--- src/rtl/core/pfa_pkg.sv ---
// Shared constants, types and codes of the page frame allocator.
`timescale 1ns / 1ps
package pfa_pkg;

  localparam int ADDR_BITS  = 12;
  localparam int PID_BITS   = 8;
  localparam int MIN_N      = 4;
  localparam int MAX_N      = (ADDR_BITS < 11) ? ADDR_BITS : 11;
  localparam int IDX_W      = MAX_N;
  localparam int CNT_W      = MAX_N + 1;
  localparam int MAX_FRAMES = 1 << MAX_N;
  localparam int N_W        = 4;
  localparam int SIZE_W     = 13;
  localparam int PID_IN_W   = 8;
  localparam int OWN_W      = (PID_BITS < PID_IN_W) ? PID_BITS : PID_IN_W;
  localparam int USED_W     = ADDR_BITS - MIN_N + 1;
  localparam int NEED_W     = ((SIZE_W > USED_W) ? SIZE_W : USED_W) + 1;
  localparam int TOT_W      = ADDR_BITS + 1;
  localparam int SUM_W      = 13;
  localparam int CMP_W      = (TOT_W > SUM_W) ? TOT_W : SUM_W;
  localparam int GRANT_W    = 12;
  localparam int CFG_IDX_W  = 1;
  localparam int CFG_DATA_W = 13;

  localparam logic [SUM_W-1:0] SUM_MAX     = '1;
  localparam logic [N_W-1:0]   PCB_RESET   = N_W'(4);
  localparam logic [SUM_W-1:0] LIMIT_RESET = SUM_W'(2048);

  localparam logic REQ_LOAD   = 1'b0;
  localparam logic REQ_UNLOAD = 1'b1;

  localparam logic [CFG_IDX_W-1:0] REG_PAGE_COUNT_BITS = CFG_IDX_W'(0);
  localparam logic [CFG_IDX_W-1:0] REG_UNUSED_LIMIT    = CFG_IDX_W'(1);

  typedef enum logic [1:0] {
    ST_CLEAR,
    ST_IDLE,
    ST_SCAN,
    ST_DONE
  } state_t;

  typedef struct packed {
    logic              valid;
    logic [OWN_W-1:0]  owner;
    logic [USED_W-1:0] used;
  } entry_t;

  typedef struct packed {
    logic             re;
    logic [IDX_W-1:0] raddr;
    logic             we;
    logic [IDX_W-1:0] waddr;
    entry_t           wdata;
  } tbl_req_t;

  typedef struct packed {
    logic [SUM_W-1:0]   unused_total;
    logic               over_limit;
    logic [SUM_W-1:0]   largest_unused;
    logic [GRANT_W-1:0] frames_granted;
    logic               load_short;
  } result_t;

endpackage

--- src/rtl/core/pfa_ctrl.sv ---
// Sequencer that clears, scans and updates the frame table and keeps the unused byte totals.
`timescale 1ns / 1ps
module pfa_ctrl import pfa_pkg::*; (
  input  logic                clk,
  input  logic                rst,
  input  logic                clear_start,
  input  logic [N_W-1:0]      n_eff,
  input  logic [SUM_W-1:0]    unused_limit,
  input  logic                in_valid,
  output logic                in_ready,
  input  logic                req_type,
  input  logic [PID_IN_W-1:0] process_id,
  input  logic [SIZE_W-1:0]   process_size,
  output tbl_req_t            treq,
  input  entry_t              tbl_rdata,
  output logic                res_valid,
  input  logic                res_ready,
  output result_t             res
);

  state_t             state, state_next;
  logic [CNT_W-1:0]   idx, idx_next;
  logic               rd_pend, rd_pend_next;
  logic [IDX_W-1:0]   rd_addr, rd_addr_next;
  logic               op, op_next;
  logic [OWN_W-1:0]   pid, pid_next;
  logic [NEED_W-1:0]  need, need_next;
  logic [USED_W-1:0]  last_unused, last_unused_next;
  logic [CNT_W-1:0]   granted, granted_next;
  logic [TOT_W-1:0]   total, total_next;
  logic [SUM_W-1:0]   largest, largest_next;

  logic [USED_W-1:0]  pg_shift;
  logic [USED_W-1:0]  ps;
  logic [CNT_W-1:0]   frames;
  logic [NEED_W-1:0]  need_calc;
  logic [NEED_W-1:0]  rem;
  logic [USED_W-1:0]  last_used;
  logic               issue;
  logic [SUM_W-1:0]   sum_sat;
  logic               over;

  assign pg_shift  = USED_W'(ADDR_BITS) - USED_W'(n_eff);
  assign ps        = USED_W'(1) << pg_shift;
  assign frames    = CNT_W'(1) << n_eff;
  assign need_calc = (NEED_W'(process_size) + NEED_W'(ps) - NEED_W'(1)) >> pg_shift;
  assign rem       = NEED_W'(process_size) & (NEED_W'(ps) - NEED_W'(1));
  // The final frame holds the remainder, or a whole page when the size divides evenly.
  assign last_used = (rem == '0) ? ps : rem[USED_W-1:0];

  assign sum_sat = (CMP_W'(total) > CMP_W'(SUM_MAX)) ? SUM_MAX : SUM_W'(total);
  assign over    = sum_sat > unused_limit;

  always_comb begin
    res.unused_total   = sum_sat;
    res.over_limit     = over;
    res.largest_unused = (!over && sum_sat > largest) ? sum_sat : largest;
    res.frames_granted = GRANT_W'(granted);
    res.load_short     = (op == REQ_LOAD) && (NEED_W'(granted) < need);
  end

  always_comb begin
    state_next       = state;
    idx_next         = idx;
    rd_pend_next     = 1'b0;
    rd_addr_next     = rd_addr;
    op_next          = op;
    pid_next         = pid;
    need_next        = need;
    last_unused_next = last_unused;
    granted_next     = granted;
    total_next       = total;
    largest_next     = largest;
    in_ready         = 1'b0;
    res_valid        = 1'b0;
    issue            = 1'b0;
    treq             = '0;
    case (state)
      ST_CLEAR: begin
        treq.we    = 1'b1;
        treq.waddr = idx[IDX_W-1:0];
        idx_next   = idx + CNT_W'(1);
        if (idx == CNT_W'(MAX_FRAMES - 1)) begin
          state_next = ST_IDLE;
        end
      end
      ST_IDLE: begin
        in_ready = 1'b1;
        if (in_valid) begin
          op_next          = req_type;
          pid_next         = process_id[OWN_W-1:0];
          need_next        = need_calc;
          last_unused_next = ps - last_used;
          granted_next     = '0;
          idx_next         = '0;
          state_next       = ST_SCAN;
        end
      end
      ST_SCAN: begin
        // A load stops reading once it holds every frame it asked for; one extra read
        // may still be in flight and is then ignored.
        issue = (idx != frames) && !((op == REQ_LOAD) && (NEED_W'(granted) >= need));
        treq.re    = issue;
        treq.raddr = idx[IDX_W-1:0];
        if (issue) begin
          idx_next     = idx + CNT_W'(1);
          rd_pend_next = 1'b1;
          rd_addr_next = idx[IDX_W-1:0];
        end
        if (rd_pend) begin
          if (op == REQ_LOAD) begin
            if (!tbl_rdata.valid && (NEED_W'(granted) < need)) begin
              treq.we          = 1'b1;
              treq.waddr       = rd_addr;
              treq.wdata.valid = 1'b1;
              treq.wdata.owner = pid;
              if (NEED_W'(granted) + NEED_W'(1) == need) begin
                treq.wdata.used = ps - last_unused;
                total_next      = total + TOT_W'(last_unused);
              end else begin
                treq.wdata.used = ps;
              end
              granted_next = granted + CNT_W'(1);
            end
          end else if (tbl_rdata.valid && (tbl_rdata.owner == pid)) begin
            treq.we    = 1'b1;
            treq.waddr = rd_addr;
            total_next = total - TOT_W'(ps - tbl_rdata.used);
          end
        end
        if (!issue && !rd_pend) begin
          state_next = ST_DONE;
        end
      end
      ST_DONE: begin
        res_valid = 1'b1;
        if (res_ready) begin
          largest_next = res.largest_unused;
          state_next   = ST_IDLE;
        end
      end
      default: begin
        state_next = ST_CLEAR;
        idx_next   = '0;
      end
    endcase
  end

  // A new page size starts a fresh run, so its write restarts the clearing pass.
  always_ff @(posedge clk) begin
    if (rst || clear_start) begin
      state   <= ST_CLEAR;
      idx     <= '0;
      rd_pend <= 1'b0;
      total   <= '0;
      largest <= '0;
    end else begin
      state   <= state_next;
      idx     <= idx_next;
      rd_pend <= rd_pend_next;
      total   <= total_next;
      largest <= largest_next;
    end
  end

  always_ff @(posedge clk) begin
    rd_addr     <= rd_addr_next;
    op          <= op_next;
    pid         <= pid_next;
    need        <= need_next;
    last_unused <= last_unused_next;
    granted     <= granted_next;
  end

endmodule

--- config.mk ---
export PLATFORM = sky130hd
export DESIGN_NAME = pfa_ctrl
export DESIGN_NICKNAME = d
export VERILOG_FILES = /design/src/rtl/core/pfa_pkg.sv /design/src/rtl/core/pfa_ctrl.sv
export SDC_FILE = /design/constraint.sdc
export NUM_CORES = 1
export LEC_CHECK = 0
export ABC_AREA = 1
export BUFFER_PORTS_ARGS = -buffer_cell sky130_fd_sc_hd__buf_4
export CAP_MARGIN = 20
export CORE_MARGIN = 4
export CORE_UTILIZATION = 25
export CTS_BUF_LIST = sky130_fd_sc_hd__clkbuf_16
export DETAILED_ROUTE_END_ITERATION = 12
export GPL_TIMING_DRIVEN = 1
export SLEW_MARGIN = 20
export SYNTH_ARGS = -nofsm -noshare
export SYNTH_HDL_FRONTEND = slang
export SYNTH_SLANG_ARGS = --single-unit
export TNS_END_PERCENT = 5
--- constraint.sdc ---
create_clock -name clk -period 19.5 [get_ports clk]
set_clock_uncertainty 0.1 [all_clocks]
set_input_delay 3.9 -clock clk [delete_from_list [all_inputs] [get_ports clk]]
set_output_delay 3.9 -clock clk [all_outputs]
set_load 0.02 [all_outputs]
==> results.sh, run 1 <==
export IMPL_run_status="completed"
export IMPL_via_per_inst=4.68
export IMPL_powerDensity_mw_per_mm2=44.2
export IMPL_rr_worst_depth=16
export IMPL_cts_made_buffers=9
export IMPL_maxCapViolations=0
export IMPL_p_leak_nw=5.98
export IMPL_setup_tns_ns=0
export IMPL_dr_pass1_iters=6
export IMPL_min_period_ns=12.19
export IMPL_power_uw=516
export IMPL_synthTopCellsByArea="edfxtp_1 17%, ha_1 15%, nand2_1 12%"
export IMPL_sw_frac_of_total_pct=32.7
export IMPL_dieWidth_um=206
export IMPL_ctsHoldBuffers=0
export IMPL_syn_nets=1650
export IMPL_hold_path_class="reg -> reg"
export IMPL_p_seq_share_pct=41.7
export IMPL_tightestPinTransition_ns=1.14
export IMPL_yosysUniqueCellTypes=55
export IMPL_io_pin_count=146
export IMPL_post_cts_setup_buffers=0
export IMPL_netlist_area_leader_share_pct=16.8
export IMPL_synth_ff_type="edfxtp_1"
export IMPL_routed_via_count=9822
export IMPL_grt_ovfl_total=0
export IMPL_drc=0
export IMPL_grt_pass1_wl_mm=49.5
export IMPL_root_buffer="clkbuf_16"
export IMPL_place_hpwl_mm=26.5
export IMPL_synth_edff_count=55
export IMPL_synthCells=1467
export IMPL_seq_area_frac_synth_pct=25.1
export IMPL_grtUsageTotal_pct=14.8
export IMPL_cts_htree_levels=3
export IMPL_r2r_start="granted[3]"
export IMPL_holdPathEnd="idx[11]"
export IMPL_startpoint="n_eff[0]"
export IMPL_rsz0062_at_grt="no"
export IMPL_yosys_area_top_type="edfxtp_1"
export IMPL_ir_drop_mv=0.0358
export IMPL_cell_internal_pwr_uw=347
export IMPL_die_area_mm2=0.0426
export IMPL_pwr_share_clk_pct=33.9
export IMPL_diodes=0
export IMPL_clock_path_buffers=2
export IMPL_cts_resized_gates=0
export IMPL_nets=1760
export IMPL_synth_seq_cells=96
export IMPL_totalWireLength_mm=32.5
export IMPL_clk_latency_ns=0.37
export IMPL_grt_max_degree=33
export IMPL_antenna_found_initial=0
export IMPL_hold_viol=0
export IMPL_portBuffers=145
export IMPL_dpl_worst_slack_ns=7.36
export IMPL_report_final_slew_viol_count=0
export IMPL_core_mm2=0.0388
export IMPL_setup_ws_ns=7.31
export IMPL_path_clk_slew_ns=0.08
export IMPL_worstSetupPathType="in -> out"
export IMPL_slew_headroom_pct=24.2
export IMPL_end_kind="primary output"
export IMPL_place_congestion=0.922
export IMPL_r2r_slack_ns=15.14
export IMPL_synth_async_sr_flop_share_pct=0
export IMPL_drt_iter0_drc=657
export IMPL_ant_nets=0
export IMPL_setup_viol=0
export IMPL_yosys_warnings=0
export IMPL_syn_area_mm2=0.00984
export IMPL_start_util_pct=25.3
export IMPL_layout_drive_gt1_share_pct=12.3
export IMPL_p_switching_uw=169
export IMPL_yosysMostFrequentCell="nand2_1"
export IMPL_r2r_end="total[0]"
export IMPL_cp_start_kind="input pin"
export IMPL_crit_fanout=19
export IMPL_grt_pass1_vias=9046
export IMPL_cts_num_sinks=96
export IMPL_holdPathStages=2
export IMPL_fin_crit_sh_pct=62.5
export IMPL_die_y_um=206
export IMPL_min_from="idx[11]"
export IMPL_comb_power_share_pct=24.3
export IMPL_postSynthAreaPerCell_um2=6.71
export IMPL_worstPathArrival_ns=8.19
export IMPL_fmax_mhz=82.0
export IMPL_cts_tree="built"
export IMPL_row_count=72
export IMPL_synth_common_cells="313 x nand2_1, 240 x inv_1, 150 x nor2_1"
export IMPL_wl_per_cell_um=15.5
export IMPL_worstPathRequired_ns=15.50
export IMPL_fill_cells=4238
export IMPL_syn2layout_area_growth_pct=18.5
## worst max path at each step
stage / slack [ns] / endpoint
after global placement: 7.42 / treq[8]
after detailed placement: 7.36 / treq[8]
after global routing: 6.89 / treq[8]
after CTS: 7.34 / treq[8]
final: 7.31 / treq[8]
after floorplan: 7.92 / treq[8]
## layout make-up
| type | instances | area [µm²] | share of cell area, % |
|---|---|---|---|
| Clock buffer | 9 | 225 | 1.93 |
| Clock inverter | 7 | 43.8 | 0.375 |
| Inverter | 245 | 920 | 7.89 |
| Multi-Input combinational cell | 1075 | 6230 | 53.4 |
| Sequential cell | 96 | 2470 | 21.2 |
| Tap cell | 518 | 648 | 5.56 |
| Timing Repair Buffer | 150 | 1130 | 9.66 |
## registers in the layout (all words and copies together), names as in the netlist
signal and cells:
rd_addr 11, pid 8, state 2, total 13, last_unused 9, largest 13
rd_pend 1, granted 12, need 14, op 1, idx 12
## power by group through the flow
| stage | Combinational [mW] | Clock (mW) | Sequential, mW |
|---|---|---|---|
| 2_1_floorplan | 0.0850 | 0 | 0.220 |
| 3_3_place_gp | 0.124 | 0 | 0.220 |
| 3_5_place_dp | 0.124 | 0 | 0.220 |
| 4_1_cts | 0.125 | 0.184 | 0.215 |
| 5_1_grt | 0.141 | 0.189 | 0.215 |
| 6_report | 0.126 | 0.175 | 0.215 |
## metrics by stage
step / cell area [µm²] / cells / hold WS [ns] / utilization, %
2_1_floorplan: 9840 / 1467 / 0.306 / -
3_3_place_gp: 11400 / 2084 / 0.401 / 29.3
3_5_place_dp: 11400 / 2084 / 0.408 / 29.3
4_1_cts: 11700 / 2100 / 0.427 / 30.0
5_1_grt: 11700 / 2100 / 0.443 / 30.0
6_report: 11700 / 2100 / 0.429 / 30.0
## kinds of logic after synthesis
logic type,after synthesis,synth area share [%]
XOR/XNOR,47,4.37
buffers and inverters,296,11.6
AO/OA/AOI/OAI,229,13.2
AND/OR/NAND/NOR,677,29.9
adder cells (fa/ha/maj),121,15.8
flip-flops,96,25.1
multiplexers,1,0.102
## critical path: stages
cell	delay [ns]
buf_4	0.22
inv_1	0.30
ha_1	0.74
inv_1	0.36
nand3_1	0.23
nor2_1	0.09
nand2_1	0.31
ha_1	0.22
inv_1	0.06
fa_1	0.41
a21oi_1	0.16
o21ai_0	0.19
nand2_1	0.11
o311ai_0	0.15
xor2_1	0.17
nor2_1	0.16
o21ai_0	0.09
a21oi_1	0.13
buf_4	0.16
## placed cells by master (no fill, tap or decap), types with 4 or more instances in the layout
cell type,count
nand2_1,313
inv_1,240
nor2_1,150
buf_4,150
nand3_1,128
ha_1,116
a21oi_1,89
o21ai_0,83
edfxtp_1,55
dfxtp_1,41
xor2_1,39
nand4_1,32
nor3_1,18
a21o_1,9
o21a_1,9
nor4_1,9
a31oi_1,9
clkbuf_16,9
xnor2_1,7
inv_2,6
nor2_2,6
a211oi_1,6
fa_1,5
or2_2,4
nand2_2,4
## layer usage
layer / part of all wire, % / GRT usage [%]
met2: 44 / 23.1
met1: 48 / 21.0
met5: 0 / 0
met4: 1.4 / 3.49
met3: 6.9 / 2.93
No activity file was read; power rests on OpenSTA's default activity.
==> run 2: changes to the inputs <==
==> constraint.sdc (replaced) <==
create_clock -name clk -period 10.2 [get_ports clk]
set_clock_uncertainty 0.1 [all_clocks]
set_input_delay 2.04 -clock clk [delete_from_list [all_inputs] [get_ports clk]]
set_output_delay 2.04 -clock clk [all_outputs]
set_load 0.02 [all_outputs]
==> run 2 against run 1 <==
Net effect:
- non-clock buffer count stayed put
- sequential share of layout area hardly changed
- global-route usage hardly changed
- final cell count stayed put
- routed wire length is 2.3% lower
- first-iteration DRC count is 12% lower
- setup slack worse by 5.5 ns
- via count is 0.76% lower
- power is 94% higher
- cell area is 0.16% higher
- clock-buffer cell count stayed put
- critical endpoint unchanged
==> results.sh, run 2 (synthesis results as in run 1) <==
export IMPL_routed_via_count=9747
export IMPL_clk_latency_ns=0.38
export IMPL_final_cells=2100
export IMPL_setup_tns_ns=0
export IMPL_core_mm2=0.0388
export IMPL_setup_viol=0
export IMPL_cts_num_sinks=96
export IMPL_p_leak_nw=5.99
export IMPL_root_buffer="clkbuf_16"
export IMPL_min_period_ns=8.37
export IMPL_nets=1760
export IMPL_dp_cells=2084
export IMPL_fmax_mhz=119
export IMPL_portBuffers=145
export IMPL_grt_pass1_vias=9209
export IMPL_clock_path_buffers=2
export IMPL_ctsHoldBuffers=0
export IMPL_diodes=0
export IMPL_worstPathArrival_ns=6.23
export IMPL_powerDensity_mw_per_mm2=85.6
export IMPL_endpoint="treq[8]"
export IMPL_via_per_inst=4.64
export IMPL_hold_viol=0
export IMPL_path_clk_slew_ns=0.07
export IMPL_report_final_slew_viol_count=0
export IMPL_r2r_slack_ns=5.87
export IMPL_final_common_cell="nand2_1"
export IMPL_totalWireLength_mm=31.7
export IMPL_dieWidth_um=206
export IMPL_place_hpwl_mm=25.9
export IMPL_place_congestion=0.904
export IMPL_slew_headroom_pct=49.5
export IMPL_min_from="idx[11]"
export IMPL_grtUsageTotal_pct=14.8
export IMPL_rsz0062_at_grt="no"
export IMPL_worstSetupPathType="in -> out"
export IMPL_die_y_um=206
export IMPL_utilization_pct=30.1
export IMPL_antenna_found_initial=0
export IMPL_cts_made_buffers=9
export IMPL_startpoint="n_eff[0]"
export IMPL_drc=0
export IMPL_grt_pass1_wl_mm=49.7
export IMPL_ir_drop_mv=0.0724
export IMPL_end_kind="primary output"
export IMPL_io_pin_count=146
export IMPL_drt_iter0_drc=580
export IMPL_setup_ws_ns=1.83
export IMPL_worstPathRequired_ns=8.06
export IMPL_cts_resized_gates=0
export IMPL_ant_nets=0
export IMPL_fin_crit_sh_pct=82.1
export IMPL_maxCapViolations=0
export IMPL_r2r_end="total[0]"
export IMPL_syn2layout_area_growth_pct=18.7
export IMPL_cts_tree="built"
export IMPL_final_cell_mix="313 x nand2_1, 240 x inv_1, 150 x nor2_1, 150 x buf_4, 128 x nand3_1"
export IMPL_cts_htree_levels=3
export IMPL_run_status="completed"
export IMPL_hold_path_class="reg -> reg"
export IMPL_r2r_start="granted[3]"
export IMPL_largest_reg_flops=14
export IMPL_whs_ns=0.419
export IMPL_grt_max_degree=33
export IMPL_row_count=72
export IMPL_crit_fanout=19
export IMPL_cp_start_kind="input pin"
export IMPL_layout_drive_gt1_share_pct=12.4
export IMPL_tightestPinTransition_ns=0.754
export IMPL_top_register="need"
export IMPL_grt_ovfl_total=0
export IMPL_die_area_mm2=0.0426
export IMPL_start_util_pct=25.3
export IMPL_dr_pass1_iters=7
export IMPL_wl_per_cell_um=15.1
export IMPL_dpl_worst_slack_ns=1.84
export IMPL_post_cts_setup_buffers=0
export IMPL_top_regs="need (14), largest (13), total (13)"
export IMPL_rr_worst_depth=16
-- run 2: area by class of cell --
class / instances / area, µm²
fillers: 4208 / 27100
multi-input cells: 1075 / 6230
flip-flops and latches: 96 / 2470
repair buffers: 150 / 1130
inverters: 245 / 920
well taps: 518 / 648
clock buffers: 9 / 225
clock inverters: 7 / 58.8
-- run 2: metrics by stage --
| stage | total power, mW | cell area (µm²) |
|---|---|---|
| after floorplan | 0.583 | 9840 |
| after global placement | 0.652 | 11400 |
| after detailed placement | 0.652 | 11400 |
| after CTS | 1.01 | 11700 |
| after global routing | 1.06 | 11700 |
| final | 1.00 | 11700 |
-- run 2: worst min-delay path by stage --
stage	to	cells after the start
global placement	idx[11]	2
floorplan	rd_addr[7]	0
finish	idx[11]	2
detailed placement	idx[11]	2
CTS	idx[11]	2
global route	idx[11]	2
-- run 2: report_power, final --
| group | switching (mW) | internal, mW | total, mW | leakage [nW] |
|---|---|---|---|---|
| clock network | 0.182 | 0.171 | 0.354 | 0.145 |
| registers | 0.000845 | 0.411 | 0.412 | 0.829 |
| logic | 0.147 | 0.0872 | 0.234 | 5.01 |
-- run 2: routing by layer --
layer | vias to the layer above | GRT usage [%] | routed length (µm)
met5 | - | 0 | 0
met4 | 0 | 3.28 | 507
met3 | 28 | 2.75 | 1820
met2 | 283 | 23.2 | 13900
met1 | 4403 | 21.0 | 15500
li1 | 5033 | - | -
-- run 2: critical path, stage by stage --
cell and delay [ns]:
buf_4 0.22, inv_1 0.29, ha_1 0.71, inv_1 0.34
nand3_1 0.21, nor2_1 0.09, nand2_1 0.30, ha_1 0.21
inv_1 0.06, fa_1 0.41, a21oi_1 0.15, o21ai_0 0.18
nand2_1 0.12, o311ai_0 0.15, xor2_1 0.18, nor2_1 0.17
o21ai_0 0.09, a21oi_1 0.13, buf_4 0.16
==> run 3: changes to the inputs <==
==> constraint.sdc (replaced) <==
create_clock -name clk -period 6.8 [get_ports clk]
set_clock_uncertainty 0.1 [all_clocks]
set_input_delay 1.36 -clock clk [delete_from_list [all_inputs] [get_ports clk]]
set_output_delay 1.36 -clock clk [all_outputs]
set_load 0.02 [all_outputs]
==> run 3 against run 2 <==
Net effect:
- combinational power grew 52%
- first-iteration DRC count grew 1.0%
- cell area grew 0.29%
- final cell count grew 0.33%
- highest routed layer unchanged
- global-route usage is essentially flat
- non-clock buffer count grew 7
- via count grew 0.27%
- largest power group unchanged
- setup slack lost 1.4 ns
- flip-flop and latch count is the same
- sequential power grew 50%
- critical endpoint is now treq[4]
- power grew 46%
- worst hold slack gained 0.0046 ns
==> results.sh, run 3 (synthesis results as in run 1) <==
export IMPL_run_status="completed"
export IMPL_routed_via_count=9773
export IMPL_cpMaxStageDelayCell="ha_1"
export IMPL_via_per_inst=4.64
export IMPL_cts_made_buffers=9
export IMPL_post_cts_setup_buffers=0
export IMPL_cp_start_kind="input pin"
export IMPL_core_mm2=0.0388
export IMPL_row_count=72
export IMPL_p_leak_nw=6.02
export IMPL_final_cell_mix="313 x nand2_1, 241 x inv_1, 157 x buf_4"
export IMPL_setup_tns_ns=0
export IMPL_slew_headroom_pct=47.6
export IMPL_grt_pass1_vias=9176
export IMPL_cts_num_sinks=96
export IMPL_drt_iter0_drc=586
export IMPL_fill_cells=4159
export IMPL_ir_drop_mv=0.0873
export IMPL_worstPathArrival_ns=4.90
export IMPL_cts_resized_gates=0
export IMPL_clock_path_buffers=2
export IMPL_antenna_found_initial=0
export IMPL_start_util_pct=25.3
export IMPL_rsz0062_at_grt="no"
export IMPL_cts_htree_levels=3
export IMPL_dr_pass1_iters=8
export IMPL_place_hpwl_mm=26.1
export IMPL_top_register="need"
export IMPL_stdcell_area_mm2=0.0117
export IMPL_tightestPinTransition_ns=0.784
export IMPL_fin_crit_sh_pct=93.5
export IMPL_syn2layout_area_growth_pct=19.0
export IMPL_ant_nets=0
export IMPL_grt_max_degree=33
export IMPL_slowest_delay_ns=0.49
export IMPL_io_pin_count=146
export IMPL_top_regs="need (14), largest (13), total (13)"
export IMPL_maxCapViolations=0
export IMPL_placedInstanceArea_mm2=0.0114
export IMPL_cts_tree="built"
export IMPL_ctsHoldBuffers=0
export IMPL_root_buffer="clkbuf_16"
export IMPL_totalWireLength_mm=32.0
export IMPL_hold_viol=0
export IMPL_grtUsageTotal_pct=14.8
export IMPL_largest_reg_flops=14
export IMPL_diodes=0
export IMPL_hold_path_class="reg -> reg"
export IMPL_end_kind="primary output"
export IMPL_drc=0
export IMPL_crit_fanout=19
export IMPL_nets=1767
export IMPL_worstPathRequired_ns=5.34
export IMPL_min_period_ns=6.36
export IMPL_path_clk_slew_ns=0.07
export IMPL_crit_path_cell_trace="buf_4 > inv_1 > ha_1 > ha_1 > inv_1 > nor2_1 > nand2_1 > ha_1 > inv_1 > fa_1 > a21oi_1 > o21ai_0 > xnor2_1 > a211oi_1 > buf_4"
export IMPL_report_final_slew_viol_count=0
export IMPL_place_congestion=0.866
export IMPL_grt_ovfl_total=0
export IMPL_fmax_mhz=157
export IMPL_final_common_cell="nand2_1"
export IMPL_critPathBufInv=5
export IMPL_wl_per_cell_um=15.2
export IMPL_die_y_um=206
export IMPL_powerDensity_mw_per_mm2=125
export IMPL_die_area_mm2=0.0426
export IMPL_grt_pass1_wl_mm=49.7
export IMPL_layout_drive_gt1_share_pct=12.7
export IMPL_setup_viol=0
export IMPL_worstSetupPathType="in -> out"
export IMPL_dieWidth_um=206
export IMPL_portBuffers=145
export IMPL_critical_path_top_delay_family="adder cells"
export IMPL_clk_latency_ns=0.37
## run 3: path summary, 6_finish.rpt
kind / startpoint / end / slack (ns) / cells after the start
setup / recovery: n_eff[0] / treq[4] / 0.44 / 15
setup reg to reg: granted[5] / total[0] / 2.87 / 16
hold reg to reg: idx[11] / idx[11] / 0.42 / 2
hold / removal: idx[11] / idx[11] / 0.42 / 2
## run 3: per-stage QoR
step	worst slack [ns]	util (%)	hold WS, ns	cells	power (mW)
floorplan	0.305	-	0.306	1467	0.874
global placement	0.493	29.5	0.410	2091	0.980
detailed placement	0.415	29.5	0.417	2091	0.983
CTS	0.386	30.2	0.427	2107	1.48
global route	0.0723	30.2	0.443	2107	1.55
finish	0.439	30.2	0.424	2107	1.46
## run 3: cell type report
class | instances | area (µm²) | area share, %
Clock inverter | 7 | 40.0 | 0.342
Inverter | 245 | 920 | 7.85
Tap cell | 518 | 648 | 5.53
Sequential cell | 96 | 2470 | 21.1
Multi-Input combinational cell | 1075 | 6230 | 53.2
Clock buffer | 9 | 225 | 1.92
Timing Repair Buffer | 157 | 1180 | 10.1
## run 3: power by group
part	switching, mW	leakage [nW]	internal [mW]
registers	0.00125	0.829	0.616
logic	0.221	5.05	0.134
clock network	0.243	0.137	0.246
## run 3: routing by layer
layer	track usage [%]	share of wire, %	wire [µm]	up-vias
met2	23.7	44	14200	254
met1	20.2	47	15000	4440
li1	-	-	-	5050
met3	2.78	6.5	2080	29
met4	4.49	2.2	718	0
met5	0	0	0	-
## run 3: worst register-to-register path: cells and delay by family (launching register included)
family	cells	cell delay (ns)
fa+ha+maj	1	0.35
buf+inv	2	0.61
compound gates	2	0.12
simple gates	11	2.15
flops	1	0.49
